### src/p1305_pkg.sv
`timescale 1ns / 1ps

package p1305_pkg;

    localparam int NLIMB   = 5;
    localparam int LIMB_W  = 26;
    localparam int ACC_W   = LIMB_W + 1;
    localparam int H_W     = LIMB_W + 2;
    localparam int COEF_W  = LIMB_W + 3;
    localparam int PROD_W  = H_W + COEF_W;
    localparam int DSUM_W  = PROD_W + 3;
    localparam int CARRY_W = DSUM_W - LIMB_W;
    localparam int FOLD_W  = CARRY_W + 4;
    localparam int IDX_W   = 3;
    localparam int WORD_W  = 64;
    localparam int CNT_W   = 5;
    localparam int NBYTES  = 16;
    localparam int MSG_W   = 8 * NBYTES;
    localparam int CFG_IDX_W = 2;
    localparam int IN_TDATA_W  = 136;
    localparam int OUT_TDATA_W = 2 * WORD_W;

    localparam logic [IDX_W-1:0] LAST_LIMB = IDX_W'(NLIMB - 1);

    localparam logic [LIMB_W-1:0] R0_MASK = 26'h3ffffff;
    localparam logic [LIMB_W-1:0] R1_MASK = 26'h3ffff03;
    localparam logic [LIMB_W-1:0] R2_MASK = 26'h3ffc0ff;
    localparam logic [LIMB_W-1:0] R3_MASK = 26'h3f03fff;
    localparam logic [LIMB_W-1:0] R4_MASK = 26'h00fffff;
    localparam logic [ACC_W-1:0]  FOLD_MUL = ACC_W'(5);
    localparam logic [CNT_W-1:0]  FULL_COUNT = CNT_W'(NBYTES);

    localparam logic [CFG_IDX_W-1:0] CFG_R_LOW  = 2'd0;
    localparam logic [CFG_IDX_W-1:0] CFG_R_HIGH = 2'd1;
    localparam logic [CFG_IDX_W-1:0] CFG_S_LOW  = 2'd2;
    localparam logic [CFG_IDX_W-1:0] CFG_S_HIGH = 2'd3;

    typedef logic [LIMB_W-1:0] limb_t;
    typedef logic [ACC_W-1:0]  acc_limb_t;
    typedef logic [H_W-1:0]    h_limb_t;
    typedef limb_t     [NLIMB-1:0] rvec_t;
    typedef acc_limb_t [NLIMB-1:0] avec_t;
    typedef h_limb_t   [NLIMB-1:0] hvec_t;

    typedef enum logic [3:0] {
        ST_IDLE,
        ST_ABSORB,
        ST_FIN_C1,
        ST_FIN_C2,
        ST_FIN_C3,
        ST_FIN_C4,
        ST_FIN_C0,
        ST_FIN_G0,
        ST_FIN_G1,
        ST_FIN_G2,
        ST_FIN_G3,
        ST_FIN_G4,
        ST_FIN_LO,
        ST_FIN_HI
    } state_t;

    // r split into 26-bit limbs with the clamp applied
    function automatic rvec_t clamp_r(input logic [WORD_W-1:0] lo, input logic [WORD_W-1:0] hi);
        rvec_t rv;
        rv[0] = lo[25:0] & R0_MASK;
        rv[1] = lo[51:26] & R1_MASK;
        rv[2] = {hi[13:0], lo[63:52]} & R2_MASK;
        rv[3] = hi[39:14] & R3_MASK;
        rv[4] = {2'b00, hi[63:40]} & R4_MASK;
        return rv;
    endfunction

endpackage

### src/p1305_mult.sv
`timescale 1ns / 1ps

module p1305_mult (
    input  logic               clk,
    input  logic               rst_n,
    input  logic               start,
    input  p1305_pkg::hvec_t   h_in,
    input  logic [63:0]        r_key_low,
    input  logic [63:0]        r_key_high,
    output logic               done,
    output p1305_pkg::avec_t   acc_out
);

    p1305_pkg::rvec_t rv;

    logic                              issue_reg, issue_next;
    logic [p1305_pkg::IDX_W-1:0]       i_reg, i_next;
    logic [p1305_pkg::IDX_W-1:0]       j_reg, j_next;
    logic                              pv_reg, pv_next;
    logic [p1305_pkg::IDX_W-1:0]       pi_reg, pi_next;
    logic [p1305_pkg::IDX_W-1:0]       pj_reg, pj_next;
    logic                              fold_reg, fold_next;
    logic                              done_reg, done_next;

    p1305_pkg::hvec_t                  h_sr_reg, h_sr_next;
    logic [p1305_pkg::PROD_W-1:0]      p_reg, p_next;
    logic [p1305_pkg::DSUM_W-1:0]      d_reg, d_next;
    logic [p1305_pkg::CARRY_W-1:0]     carry_reg, carry_next;
    p1305_pkg::avec_t                  res_reg, res_next;

    logic [p1305_pkg::IDX_W-1:0]       idx;
    p1305_pkg::limb_t                  rsel;
    logic [p1305_pkg::COEF_W-1:0]      coef;
    logic [p1305_pkg::DSUM_W-1:0]      dsum;
    logic [p1305_pkg::FOLD_W-1:0]      h0f;

    assign rv = p1305_pkg::clamp_r(r_key_low, r_key_high);

    // column j of the product uses r[j-i], wrapping limbs pick up the factor 5
    always_comb
    begin
        if (i_reg <= j_reg)
        begin
            idx = j_reg - i_reg;
        end
        else
        begin
            idx = j_reg - i_reg + p1305_pkg::IDX_W'(p1305_pkg::NLIMB);
        end
        case (idx)
            3'd0: rsel = rv[0];
            3'd1: rsel = rv[1];
            3'd2: rsel = rv[2];
            3'd3: rsel = rv[3];
            3'd4: rsel = rv[4];
            default: rsel = rv[0];
        endcase
        if (i_reg > j_reg)
        begin
            coef = (p1305_pkg::COEF_W'(rsel) << 2) + p1305_pkg::COEF_W'(rsel);
        end
        else
        begin
            coef = p1305_pkg::COEF_W'(rsel);
        end
    end

    always_comb
    begin
        issue_next = issue_reg;
        i_next     = i_reg;
        j_next     = j_reg;
        h_sr_next  = h_sr_reg;
        p_next     = p_reg;
        pv_next    = issue_reg;
        pi_next    = i_reg;
        pj_next    = j_reg;
        d_next     = d_reg;
        carry_next = carry_reg;
        res_next   = res_reg;
        fold_next  = 1'b0;
        done_next  = fold_reg;

        dsum = ((pi_reg == '0) ? p1305_pkg::DSUM_W'(carry_reg) : d_reg)
               + p1305_pkg::DSUM_W'(p_reg);
        h0f  = p1305_pkg::FOLD_W'(res_reg[0])
               + (p1305_pkg::FOLD_W'(carry_reg) << 2)
               + p1305_pkg::FOLD_W'(carry_reg);

        if (start)
        begin
            issue_next = 1'b1;
            i_next     = '0;
            j_next     = '0;
            h_sr_next  = h_in;
            carry_next = '0;
        end
        else if (issue_reg)
        begin
            p_next = h_sr_reg[0] * coef;
            // rotate so the next h limb sits at the multiplier input
            for (int k = 0; k < p1305_pkg::NLIMB; k++)
            begin
                h_sr_next[k] = h_sr_reg[(k + 1) % p1305_pkg::NLIMB];
            end
            if (i_reg == p1305_pkg::LAST_LIMB)
            begin
                i_next = '0;
                if (j_reg == p1305_pkg::LAST_LIMB)
                begin
                    issue_next = 1'b0;
                end
                else
                begin
                    j_next = j_reg + 1'b1;
                end
            end
            else
            begin
                i_next = i_reg + 1'b1;
            end
        end

        if (pv_reg)
        begin
            if (pi_reg == p1305_pkg::LAST_LIMB)
            begin
                res_next[pj_reg] = {1'b0, dsum[p1305_pkg::LIMB_W-1:0]};
                carry_next       = dsum[p1305_pkg::DSUM_W-1:p1305_pkg::LIMB_W];
                fold_next        = (pj_reg == p1305_pkg::LAST_LIMB);
            end
            else
            begin
                d_next = dsum;
            end
        end

        // top carry wraps to limb 0 times 5
        if (fold_reg)
        begin
            res_next[0] = {1'b0, h0f[p1305_pkg::LIMB_W-1:0]};
            res_next[1] = res_reg[1]
                          + p1305_pkg::ACC_W'(h0f[p1305_pkg::FOLD_W-1:p1305_pkg::LIMB_W]);
        end
    end

    always_ff @(posedge clk or negedge rst_n)
    begin
        if (!rst_n)
        begin
            issue_reg <= 1'b0;
            i_reg     <= '0;
            j_reg     <= '0;
            pv_reg    <= 1'b0;
            pi_reg    <= '0;
            pj_reg    <= '0;
            fold_reg  <= 1'b0;
            done_reg  <= 1'b0;
        end
        else
        begin
            issue_reg <= issue_next;
            i_reg     <= i_next;
            j_reg     <= j_next;
            pv_reg    <= pv_next;
            pi_reg    <= pi_next;
            pj_reg    <= pj_next;
            fold_reg  <= fold_next;
            done_reg  <= done_next;
        end
    end

    always_ff @(posedge clk)
    begin
        h_sr_reg  <= h_sr_next;
        p_reg     <= p_next;
        d_reg     <= d_next;
        carry_reg <= carry_next;
        res_reg   <= res_next;
    end

    assign done    = done_reg;
    assign acc_out = res_reg;

endmodule

### src/poly1305_mac_core.sv
// channel   dir  handshake                      payload
// s_axis    in   s_axis_tvalid / s_axis_tready  message block, byte count, tlast = last
// m_axis    out  m_axis_tvalid / m_axis_tready  16-byte tag
// cfg       in   cfg_valid / cfg_ready          register index and 64-bit key word
//
// a block with a nonzero byte count keeps the core busy from accept to the next accept:
// 25 limb products through the single 28x29 multiplier, then drain, fold and write back
// a last block then adds the final reduction and pad add; an empty last block runs only those
// reset clears the accumulator, the key registers and the output valid flag
// a held tag only stalls the final step of the next last block; input is taken only when idle
`timescale 1ns / 1ps

module poly1305_mac_core (
    input  logic          clk,
    input  logic          rst_n,
    input  logic          s_axis_tvalid,
    output logic          s_axis_tready,
    input  logic [135:0]  s_axis_tdata,   // block_low, block_high, byte_count, zero fill
    input  logic          s_axis_tlast,
    output logic          m_axis_tvalid,
    input  logic          m_axis_tready,
    output logic [127:0]  m_axis_tdata,   // tag_low, tag_high
    input  logic          cfg_valid,
    output logic          cfg_ready,
    input  logic [1:0]    cfg_index,
    input  logic [63:0]   cfg_data
);

    p1305_pkg::state_t              state_reg, state_next;
    p1305_pkg::avec_t               acc_reg, acc_next;
    logic                           last_reg, last_next;
    p1305_pkg::limb_t [3:0]         g_reg, g_next;
    logic                           gc_reg, gc_next;
    logic [63:0]                    tag_lo_reg, tag_lo_next;
    logic                           lo_c_reg, lo_c_next;
    logic                           out_valid_reg, out_valid_next;
    logic [127:0]                   out_data_reg, out_data_next;
    logic [63:0]                    r_low_reg, r_high_reg, s_low_reg, s_high_reg;

    logic                           in_ready;
    logic                           mult_start;
    logic                           mult_done;
    logic                           out_load;
    p1305_pkg::avec_t               mult_acc;
    p1305_pkg::hvec_t               h_in;

    logic [p1305_pkg::CNT_W-1:0]    cnt_sat;
    logic [p1305_pkg::MSG_W-1:0]    msg;
    logic                           hibit;
    logic [63:0]                    pack_lo, pack_hi;
    logic [64:0]                    sum_lo;
    logic [63:0]                    sum_hi;
    logic [p1305_pkg::ACC_W-1:0]    t;

    // message padding, split into limbs and added to the accumulator
    always_comb
    begin
        cnt_sat = (s_axis_tdata[132:128] > p1305_pkg::FULL_COUNT) ?
                  p1305_pkg::FULL_COUNT : s_axis_tdata[132:128];
        hibit   = (cnt_sat == p1305_pkg::FULL_COUNT);
        for (int k = 0; k < p1305_pkg::NBYTES; k++)
        begin
            if (p1305_pkg::CNT_W'(k) < cnt_sat)
            begin
                msg[8*k +: 8] = s_axis_tdata[8*k +: 8];
            end
            else if (p1305_pkg::CNT_W'(k) == cnt_sat)
            begin
                msg[8*k +: 8] = 8'h01;
            end
            else
            begin
                msg[8*k +: 8] = 8'h00;
            end
        end
        h_in[0] = p1305_pkg::H_W'(acc_reg[0]) + p1305_pkg::H_W'(msg[25:0]);
        h_in[1] = p1305_pkg::H_W'(acc_reg[1]) + p1305_pkg::H_W'(msg[51:26]);
        h_in[2] = p1305_pkg::H_W'(acc_reg[2]) + p1305_pkg::H_W'(msg[77:52]);
        h_in[3] = p1305_pkg::H_W'(acc_reg[3]) + p1305_pkg::H_W'(msg[103:78]);
        h_in[4] = p1305_pkg::H_W'(acc_reg[4]) + p1305_pkg::H_W'({hibit, msg[127:104]});
    end

    p1305_mult u_mult (
        .clk        (clk),
        .rst_n      (rst_n),
        .start      (mult_start),
        .h_in       (h_in),
        .r_key_low  (r_low_reg),
        .r_key_high (r_high_reg),
        .done       (mult_done),
        .acc_out    (mult_acc)
    );

    // next state
    always_comb
    begin
        state_next = state_reg;
        case (state_reg)
            p1305_pkg::ST_IDLE:
            begin
                if (s_axis_tvalid)
                begin
                    if (cnt_sat != '0)
                    begin
                        state_next = p1305_pkg::ST_ABSORB;
                    end
                    else if (s_axis_tlast)
                    begin
                        state_next = p1305_pkg::ST_FIN_C1;
                    end
                end
            end
            p1305_pkg::ST_ABSORB:
            begin
                if (mult_done)
                begin
                    state_next = last_reg ? p1305_pkg::ST_FIN_C1 : p1305_pkg::ST_IDLE;
                end
            end
            p1305_pkg::ST_FIN_C1: state_next = p1305_pkg::ST_FIN_C2;
            p1305_pkg::ST_FIN_C2: state_next = p1305_pkg::ST_FIN_C3;
            p1305_pkg::ST_FIN_C3: state_next = p1305_pkg::ST_FIN_C4;
            p1305_pkg::ST_FIN_C4: state_next = p1305_pkg::ST_FIN_C0;
            p1305_pkg::ST_FIN_C0: state_next = p1305_pkg::ST_FIN_G0;
            p1305_pkg::ST_FIN_G0: state_next = p1305_pkg::ST_FIN_G1;
            p1305_pkg::ST_FIN_G1: state_next = p1305_pkg::ST_FIN_G2;
            p1305_pkg::ST_FIN_G2: state_next = p1305_pkg::ST_FIN_G3;
            p1305_pkg::ST_FIN_G3: state_next = p1305_pkg::ST_FIN_G4;
            p1305_pkg::ST_FIN_G4: state_next = p1305_pkg::ST_FIN_LO;
            p1305_pkg::ST_FIN_LO: state_next = p1305_pkg::ST_FIN_HI;
            p1305_pkg::ST_FIN_HI:
            begin
                if (!out_valid_reg || m_axis_tready)
                begin
                    state_next = p1305_pkg::ST_IDLE;
                end
            end
            default: state_next = p1305_pkg::ST_IDLE;
        endcase
    end

    // state outputs
    always_comb
    begin
        in_ready   = 1'b0;
        mult_start = 1'b0;
        out_load   = 1'b0;
        case (state_reg)
            p1305_pkg::ST_IDLE:
            begin
                in_ready   = 1'b1;
                mult_start = s_axis_tvalid && (cnt_sat != '0);
            end
            p1305_pkg::ST_FIN_HI:
            begin
                out_load = !out_valid_reg || m_axis_tready;
            end
            default:
            begin
                in_ready = 1'b0;
            end
        endcase
    end

    // accumulator update, final reduction one limb per step, and pad add in two 64-bit halves
    always_comb
    begin
        acc_next      = acc_reg;
        last_next     = last_reg;
        g_next        = g_reg;
        gc_next       = gc_reg;
        tag_lo_next   = tag_lo_reg;
        lo_c_next     = lo_c_reg;
        out_data_next = out_data_reg;
        t             = '0;

        pack_lo = 64'(acc_reg[0]) | (64'(acc_reg[1]) << 26) | (64'(acc_reg[2]) << 52);
        pack_hi = (64'(acc_reg[2]) >> 12) | (64'(acc_reg[3]) << 14) | (64'(acc_reg[4]) << 40);
        sum_lo  = 65'(pack_lo) + 65'(s_low_reg);
        sum_hi  = pack_hi + s_high_reg + 64'(lo_c_reg);

        if (out_valid_reg && m_axis_tready)
        begin
            out_valid_next = 1'b0;
        end
        else
        begin
            out_valid_next = out_valid_reg;
        end

        case (state_reg)
            p1305_pkg::ST_IDLE:
            begin
                if (s_axis_tvalid)
                begin
                    last_next = s_axis_tlast;
                end
            end
            p1305_pkg::ST_ABSORB:
            begin
                if (mult_done)
                begin
                    acc_next = mult_acc;
                end
            end
            p1305_pkg::ST_FIN_C1:
            begin
                acc_next[1] = {1'b0, acc_reg[1][25:0]};
                acc_next[2] = acc_reg[2] + p1305_pkg::ACC_W'(acc_reg[1][26]);
            end
            p1305_pkg::ST_FIN_C2:
            begin
                acc_next[2] = {1'b0, acc_reg[2][25:0]};
                acc_next[3] = acc_reg[3] + p1305_pkg::ACC_W'(acc_reg[2][26]);
            end
            p1305_pkg::ST_FIN_C3:
            begin
                acc_next[3] = {1'b0, acc_reg[3][25:0]};
                acc_next[4] = acc_reg[4] + p1305_pkg::ACC_W'(acc_reg[3][26]);
            end
            p1305_pkg::ST_FIN_C4:
            begin
                acc_next[4] = {1'b0, acc_reg[4][25:0]};
                acc_next[0] = acc_reg[0] + (acc_reg[4][26] ? p1305_pkg::FOLD_MUL : '0);
            end
            p1305_pkg::ST_FIN_C0:
            begin
                acc_next[0] = {1'b0, acc_reg[0][25:0]};
                acc_next[1] = acc_reg[1] + p1305_pkg::ACC_W'(acc_reg[0][26]);
            end
            // g = h + 5, carried limb by limb
            p1305_pkg::ST_FIN_G0:
            begin
                t         = acc_reg[0] + p1305_pkg::FOLD_MUL;
                g_next[0] = t[25:0];
                gc_next   = t[26];
            end
            p1305_pkg::ST_FIN_G1:
            begin
                t         = acc_reg[1] + p1305_pkg::ACC_W'(gc_reg);
                g_next[1] = t[25:0];
                gc_next   = t[26];
            end
            p1305_pkg::ST_FIN_G2:
            begin
                t         = acc_reg[2] + p1305_pkg::ACC_W'(gc_reg);
                g_next[2] = t[25:0];
                gc_next   = t[26];
            end
            p1305_pkg::ST_FIN_G3:
            begin
                t         = acc_reg[3] + p1305_pkg::ACC_W'(gc_reg);
                g_next[3] = t[25:0];
                gc_next   = t[26];
            end
            p1305_pkg::ST_FIN_G4:
            begin
                t = acc_reg[4] + p1305_pkg::ACC_W'(gc_reg);
                // reaching 2^130 means h >= p, so take h - p
                if (t[26])
                begin
                    acc_next[0] = {1'b0, g_reg[0]};
                    acc_next[1] = {1'b0, g_reg[1]};
                    acc_next[2] = {1'b0, g_reg[2]};
                    acc_next[3] = {1'b0, g_reg[3]};
                    acc_next[4] = {1'b0, t[25:0]};
                end
            end
            p1305_pkg::ST_FIN_LO:
            begin
                tag_lo_next = sum_lo[63:0];
                lo_c_next   = sum_lo[64];
            end
            p1305_pkg::ST_FIN_HI:
            begin
                if (out_load)
                begin
                    out_data_next  = {sum_hi, tag_lo_reg};
                    out_valid_next = 1'b1;
                    acc_next       = '0;
                end
            end
            default:
            begin
                acc_next = acc_reg;
            end
        endcase
    end

    always_ff @(posedge clk or negedge rst_n)
    begin
        if (!rst_n)
        begin
            state_reg     <= p1305_pkg::ST_IDLE;
            acc_reg       <= '0;
            last_reg      <= 1'b0;
            out_valid_reg <= 1'b0;
            r_low_reg     <= '0;
            r_high_reg    <= '0;
            s_low_reg     <= '0;
            s_high_reg    <= '0;
        end
        else
        begin
            state_reg     <= state_next;
            acc_reg       <= acc_next;
            last_reg      <= last_next;
            out_valid_reg <= out_valid_next;
            if (cfg_valid)
            begin
                case (cfg_index)
                    p1305_pkg::CFG_R_LOW:  r_low_reg  <= cfg_data;
                    p1305_pkg::CFG_R_HIGH: r_high_reg <= cfg_data;
                    p1305_pkg::CFG_S_LOW:  s_low_reg  <= cfg_data;
                    p1305_pkg::CFG_S_HIGH: s_high_reg <= cfg_data;
                    default:               r_low_reg  <= r_low_reg;
                endcase
            end
        end
    end

    always_ff @(posedge clk)
    begin
        g_reg        <= g_next;
        gc_reg       <= gc_next;
        tag_lo_reg   <= tag_lo_next;
        lo_c_reg     <= lo_c_next;
        out_data_reg <= out_data_next;
    end

    assign s_axis_tready = in_ready;
    assign m_axis_tvalid = out_valid_reg;
    assign m_axis_tdata  = out_data_reg;
    assign cfg_ready     = 1'b1;

endmodule

### config.mk
export PLATFORM = sky130hd
export DESIGN_NAME = poly1305_mac_core
export DESIGN_NICKNAME = d
export VERILOG_FILES = /design/src/p1305_pkg.sv /design/src/p1305_mult.sv /design/src/poly1305_mac_core.sv
export SDC_FILE = /design/constraint.sdc
export NUM_CORES = 2
export LEC_CHECK = 0
export ABC_AREA = 1
export BUFFER_PORTS_ARGS = -buffer_cell sky130_fd_sc_hd__buf_2
export CORE_MARGIN = 2
export CORE_UTILIZATION = 25
export CTS_BUF_LIST = sky130_fd_sc_hd__clkbuf_16
export DETAILED_ROUTE_END_ITERATION = 10
export SLEW_MARGIN = 20
export SYNTH_ARGS = -nofsm -noshare
export SYNTH_HDL_FRONTEND = slang
export SYNTH_SLANG_ARGS = --single-unit
### constraint.sdc
create_clock -name clk -period 13.4 [get_ports clk]
set_input_delay 1.34 -clock clk [delete_from_list [all_inputs] [get_ports clk]]
set_output_delay 1.34 -clock clk [all_outputs]
set_load 0.01 [all_outputs]
==> Yosys cells after proc, flatten, opt, wreduce, memory -nomap -nowiden <==
Cells that the tools add are included.
Widths: inputs -> output; s select.
{ "totals": {"regBits": 1129, "input_bits": 208, "out_inout_bits": 131, "word_cells": 285} }
{ "classes": {"addsub": 27, "n_mul": 1, "magnitude_cmp": 21, "eq_ne": 47, "muxes": 84, "bitwise": 11, "n_reduce_logical": 47} }
{ "ops": {"columns": ["op", "n"], "rows": [
  ["$pmux 27 s5", 5],
  ["$mux 135", 3],
  ["$mux 140", 2],
  ["$add 27x1->27", 8],
  ["$mux 54", 3],
  ["$bwmux 135", 1],
  ["$mux 8", 16],
  ["$add 27x26->28", 4],
  ["$pmux 26 s4", 1],
  ["$mux 34", 3],
  ["$demux 27 s3", 1],
  ["$add 64x64->65", 1],
  ["$add 64x1->64", 1],
  ["$add 64x64->64", 1],
  ["$or 41x64->64", 1],
  ["$or 53x64->64", 1],
  ["$add 60x57->60", 1],
  ["$mux 60", 1],
  ["$mul 28x29->57", 1],
  ["$pmux 4 s14", 1],
  ["$or 27x53->53", 1],
  ["$or 15x41->41", 1],
  ["$eq 4x5->1 const A", 8],
  ["$lt 4x5->1 const A", 8],
  ["other kinds (57)", 164]
]} }

==> Longest topological paths before layout <==
{ "logic_depth": {"depth_word": 8, "ltp_mapped": 62, "depth_no_buf": 60} }

==> Cells and area by module <==
From an unflattened synthesis, not the netlist that was laid out.
{ "unflattened": {"cells_unflattened": 14322, "area_unflattened_um2": 106034.2} }
{ "modules_own_cells": {"columns": ["mod", "instances", "cells_per_inst", "area_each_um2", "seq_area_each_um2"], "rows": [
  ["p1305_mult", 1, 6492, 53890.4, 12732.2],
  ["poly1305_mac_core", 1, 7830, 52143.8, 18883.1]
]} }

==> Worst setup path after synthesis <==
No wires, ideal clock.
{ "synth_timing": {"path_type": "register to register", "start": "register u_mult.j_reg[0] (netlist name)", "end": "register u_mult.p_reg[40] (netlist name), data pin", "setup_ps": 260, "arrival_ps": 9789, "setup_slack_ps": 3351, "stages_incl_launch_ff": 51, "n_path_buf": 2, "synth_period_minus_slack_ps": 10049, "path_cell_list": "dfrtp_1 -> inv_1 -> ha_1 -> inv_1 -> fa_1 -> ha_1 -> inv_1 -> nand4_1 -> nand2_4 -> nand2_1 -> nand2_2 -> nand2_4 -> buf_4 -> or2_2 -> nand2_1 -> inv_2 -> ha_1 -> fa_1 -> [... 15 more ...] -> inv_1 -> fa_1 -> inv_1 -> fa_1 -> inv_1 -> fa_1 -> inv_1 -> ha_1 -> nand2_1 -> nor2_1 -> inv_1 -> nor2_1 -> inv_1 -> nor4_1 -> a21oi_1 -> nor2_1 -> nor2_1 -> xor2_1"} }
{ "synth_via": {"elab_chain_cells": 8} }
{ "synth_rtl": {"columns": ["item", "line_no", "rtl"], "rows": [
  ["start, declared", "p1305_mult.sv:18", "logic [p1305_pkg::IDX_W-1:0] j_reg, j_next;"],
  ["start signal, assigned", "p1305_mult.sv:164", "j_reg <= j_next;"],
  ["$sub 3x3->3", "p1305_mult.sv:44, p1305_mult.sv:48", null],
  ["$add 3x3->3", "p1305_mult.sv:48", "idx = j_reg - i_reg + p1305_pkg::IDX_W'(p1305_pkg::NLIMB);"],
  ["$mux 3", "p1305_mult.sv:42", "if (i_reg <= j_reg)"],
  ["$eq 3x3->1 (tied with other cells)", "p1305_mult.sv:50", "case (idx)"],
  ["$pmux 26 s4", "p1305_mult.sv:50", null],
  ["$add 28x26->29", "p1305_mult.sv:60", "coef = (p1305_pkg::COEF_W'(rsel) << 2) + p1305_pkg::COEF_W'(rsel);"],
  ["$mux 29 *", "p1305_mult.sv:58", "if (i_reg > j_reg)"],
  ["$mul 28x29->57 *", "p1305_mult.sv:100", "p_next = h_sr_reg[0] * coef;"],
  ["end signal, assigned", "p1305_mult.sv:176", "p_reg <= p_next;"],
  ["end, declared", "p1305_mult.sv:26", "logic [p1305_pkg::PROD_W-1:0] p_reg, p_next;"]
]} }
Mark *: on every way between the ends. The rest lies on a longest branch, timed or not.
A chain may end at the register's enable or synchronous reset.

==> Worst setup path in the final report <==
{ "layout_timing": {"start": "register u_mult.j_reg[0] (netlist name)", "end": "register u_mult.p_reg[49] (netlist name), data pin"} }
Same word-level chain as after synthesis.

==> results.sh <==
export IMPL_ant_nets=0
export IMPL_holdBufCountCts=0
export IMPL_antenna_found_initial=43
export IMPL_synthTopCellsByArea="edfxtp_1 20%, fa_1 14%, nand2_1 10%"
export IMPL_yosysWarnings=0
export IMPL_maxCapViolCount=0
export IMPL_yosysTopAreaCell="edfxtp_1"
export IMPL_drt_wl_total_mm=440
export IMPL_start_kind="flop"
export IMPL_cts_reportedPaths_clkPinSlew_ns=0.07
export IMPL_num_vias=94600
export IMPL_cts_inserted_buffers=120
export IMPL_relSlewSlack_pct=14.8
export IMPL_timing_final_ws_setup_ns=1.15
export IMPL_rsz0062_at_grt="no"
export IMPL_synth_async_reset_ratio_pct=35.2
export IMPL_criticalPathCategory="reg2reg"
export IMPL_end_kind="flop"
export IMPL_drive_gt1_share_pct=6.81
export IMPL_crit_path_max_incr_delay_ns=0.66
export IMPL_fp_coreArea_um2=406000
export IMPL_syn_inst=13000
export IMPL_syn_nets=14600
export IMPL_postCtsSetupRepairBufs=0
export IMPL_die_w_um=642
export IMPL_vias_per_cell=5.02
export IMPL_place_ws_ns=1.48
export IMPL_grt_remaining_overflow=0
export IMPL_synth_area_um2=102000
export IMPL_synth_seq_cells=1111
export IMPL_grt_pass1_wl_mm=624
export IMPL_die_h_um=642
export IMPL_cp_max_fo=29
export IMPL_worst_skew_pair_late_latency_ns=0.83
export IMPL_start_util_pct=25.1
export IMPL_grt_pass1_vias=88900
export IMPL_arrival_ns=12.74
export IMPL_slew_viol_final=0
export IMPL_htree_levels=3
export IMPL_synth_edf_count=686
export IMPL_finalSetupTns_ns=0
export IMPL_fin_crit_sh_pct=91.5
export IMPL_placed_cells_incl_taps=18600
export IMPL_synth_ff_type="edfxtp_1"
export IMPL_design_area_um2=115000
export IMPL_cp_common_cell="inv_1"
export IMPL_fillers=44100
export IMPL_largest_reg_flops=140
export IMPL_syn_area_per_cell_um2=7.81
export IMPL_port_buffers=334
export IMPL_routedWlPerCell_um=23.3
export IMPL_drc=0
export IMPL_place_congestion=1.01
export IMPL_min_path_type="reg2reg"
export IMPL_root_buffer="clkbuf_16"
export IMPL_cp_required_ns=13.88
export IMPL_tightest_slew_ns=1.28
export IMPL_outcome="complete, no violations"
export IMPL_setup_viol=0
export IMPL_fin_nets=14900
export IMPL_layout_min_cycle_time_ns=12.25
export IMPL_die_area_um2=413000
export IMPL_clk_path_buf_depth=3
export IMPL_ctsResizeCount=0
export IMPL_dr_pass1_iters=6
export IMPL_dr_first_iter_drc_count=11400
export IMPL_critPathSlowestCell="fa_1"
export IMPL_dp_hpwl_mm=357
export IMPL_synth_top_cell_area_share_pct=20.2
export IMPL_finClkSkew_ns=0.0919
export IMPL_synth_cell_types=74
export IMPL_ios=339
export IMPL_placed_area_um2=110000
export IMPL_clkSinkCount=1111
export IMPL_cts_tree="yes"
export IMPL_rows=234
export IMPL_seq_area_frac_synth_pct=30.5
export IMPL_fin_cells=18900
export IMPL_track_usage_pct=20.6
export IMPL_fmax_ghz=0.0816
export IMPL_hold_viol=0
export IMPL_area_growth_pct=12.5
export IMPL_grt_max_degree=135
critical path, delay by kind of cell, from the launching register on:
| kind | cells | cell delay (ns) |
|---|---|---|
| adders and majority gates | 12 | 5.64 |
| and+or+nand+nor | 19 | 3.47 |
| buffers and inverters | 13 | 1.68 |
| AOI/OAI and AO/OA | 3 | 0.60 |
| DFF | 1 | 0.40 |
| xor gates and xnor gates | 1 | 0.15 |
path summary, 6_finish.rpt:
check	slack [ns]	from	to	cells past startpoint
worst max-delay path	1.15	u_mult.j_reg[0]$_DFFE_PN0P_	u_mult.p_reg[49]$_DFFE_PP_	48
worst min-delay path	0.41	tag_lo_reg[8]$_DFFE_PN_	m_axis_tdata[8]$_DFFE_PP_	0
worst max register to register	1.15	u_mult.j_reg[0]$_DFFE_PN0P_	u_mult.p_reg[49]$_DFFE_PP_	48
worst min register to register	0.41	tag_lo_reg[8]$_DFFE_PN_	m_axis_tdata[8]$_DFFE_PP_	0
max in group asynchronous	9.73	rst_n	s_high_reg[59]$_DFFE_PN0P_	4
min in group asynchronous	0.48	rst_n	s_low_reg[13]$_DFFE_PN0P_	1
cell families after synthesis:
family          after synthesis  synth area share (%)
simple gates               5505                  22.7
buf+inv                    2455                  9.33
compound gates             2176                  11.8
fa+ha+maj                  1363                  22.0
flops                      1111                  30.5
xor+xnor                    432                  3.71
mux                           3                0.0331
other cells                   2               0.00737
layout make-up:
| cell class | count | area, um^2 | share of cell area (%) |
|---|---|---|---|
| Multi-Input combinational cell | 9481 | 61700 | 53.8 |
| Sequential cell | 1111 | 31100 | 27.1 |
| Inverter | 2102 | 7900 | 6.89 |
| Tap cell | 5428 | 6790 | 5.93 |
| Clock buffer | 127 | 3180 | 2.77 |
| Timing Repair Buffer | 481 | 2850 | 2.48 |
| Clock inverter | 103 | 1070 | 0.930 |
| Antenna cell | 35 | 87.6 | 0.0764 |
placed cells by master, fill, tap and decap left out, drive strengths merged, types with 34 or more instances in the layout:
cell    netlist  final
xor2        331    331
nor2       1449   1449
nor3        164    164
o21a         42     42
a21o         69     69
inv        2081   2122
o21bai       50     50
fa          714    714
xnor2       101    101
a31oi        75     75
o211ai       66     66
clkinv       21     58
o21ai       999    999
nand2      2776   2776
nor4         51     51
nand3       818    818
a21oi       756    756
diode         0     35
or2          68     68
buf         125    481
nand4       124    124
clkbuf      228    127
ha          649    649
edfxtp      686    686
dfrtp       391    391
dfxtp        34     34
synthesized netlist by cell type (51+ instances only):
master and number:
buf_2 70, a31oi_1 75, edfxtp_1 686, nor2_1 1404, nor3_1 160, o211ai_1 62, xor2_1 331, nand2_1 2727
a21o_1 69, xnor2_1 101, fa_1 714, clkbuf_1 226, ha_1 649, inv_1 2069, o21ai_0 967, nand3_1 813
nor4_1 51, or2_2 66, dfrtp_1 391, nand4_1 119, a21oi_1 754
layer usage:
metal / GRT usage, % / up-vias / share of wire [%]
met3: 3.95 / 971 / 10
li1: - / 42900 / -
met5: 0 / - / 0.037
met4: 12.2 / 16 / 6.9
met2: 31.2 / 5221 / 43
met1: 27.3 / 45500 / 40
metrics by stage:
step / utilization (%) / hold WS (ns)
floorplan: - / 0.352
global placement: 27.1 / 0.385
detailed placement: 27.1 / 0.390
CTS: 28.2 / 0.405
global route: 28.2 / 0.423
finish: 28.2 / 0.407
Power is not shown: default switching activity piles up to over one toggle a cycle in this logic, so the estimate is an artifact.
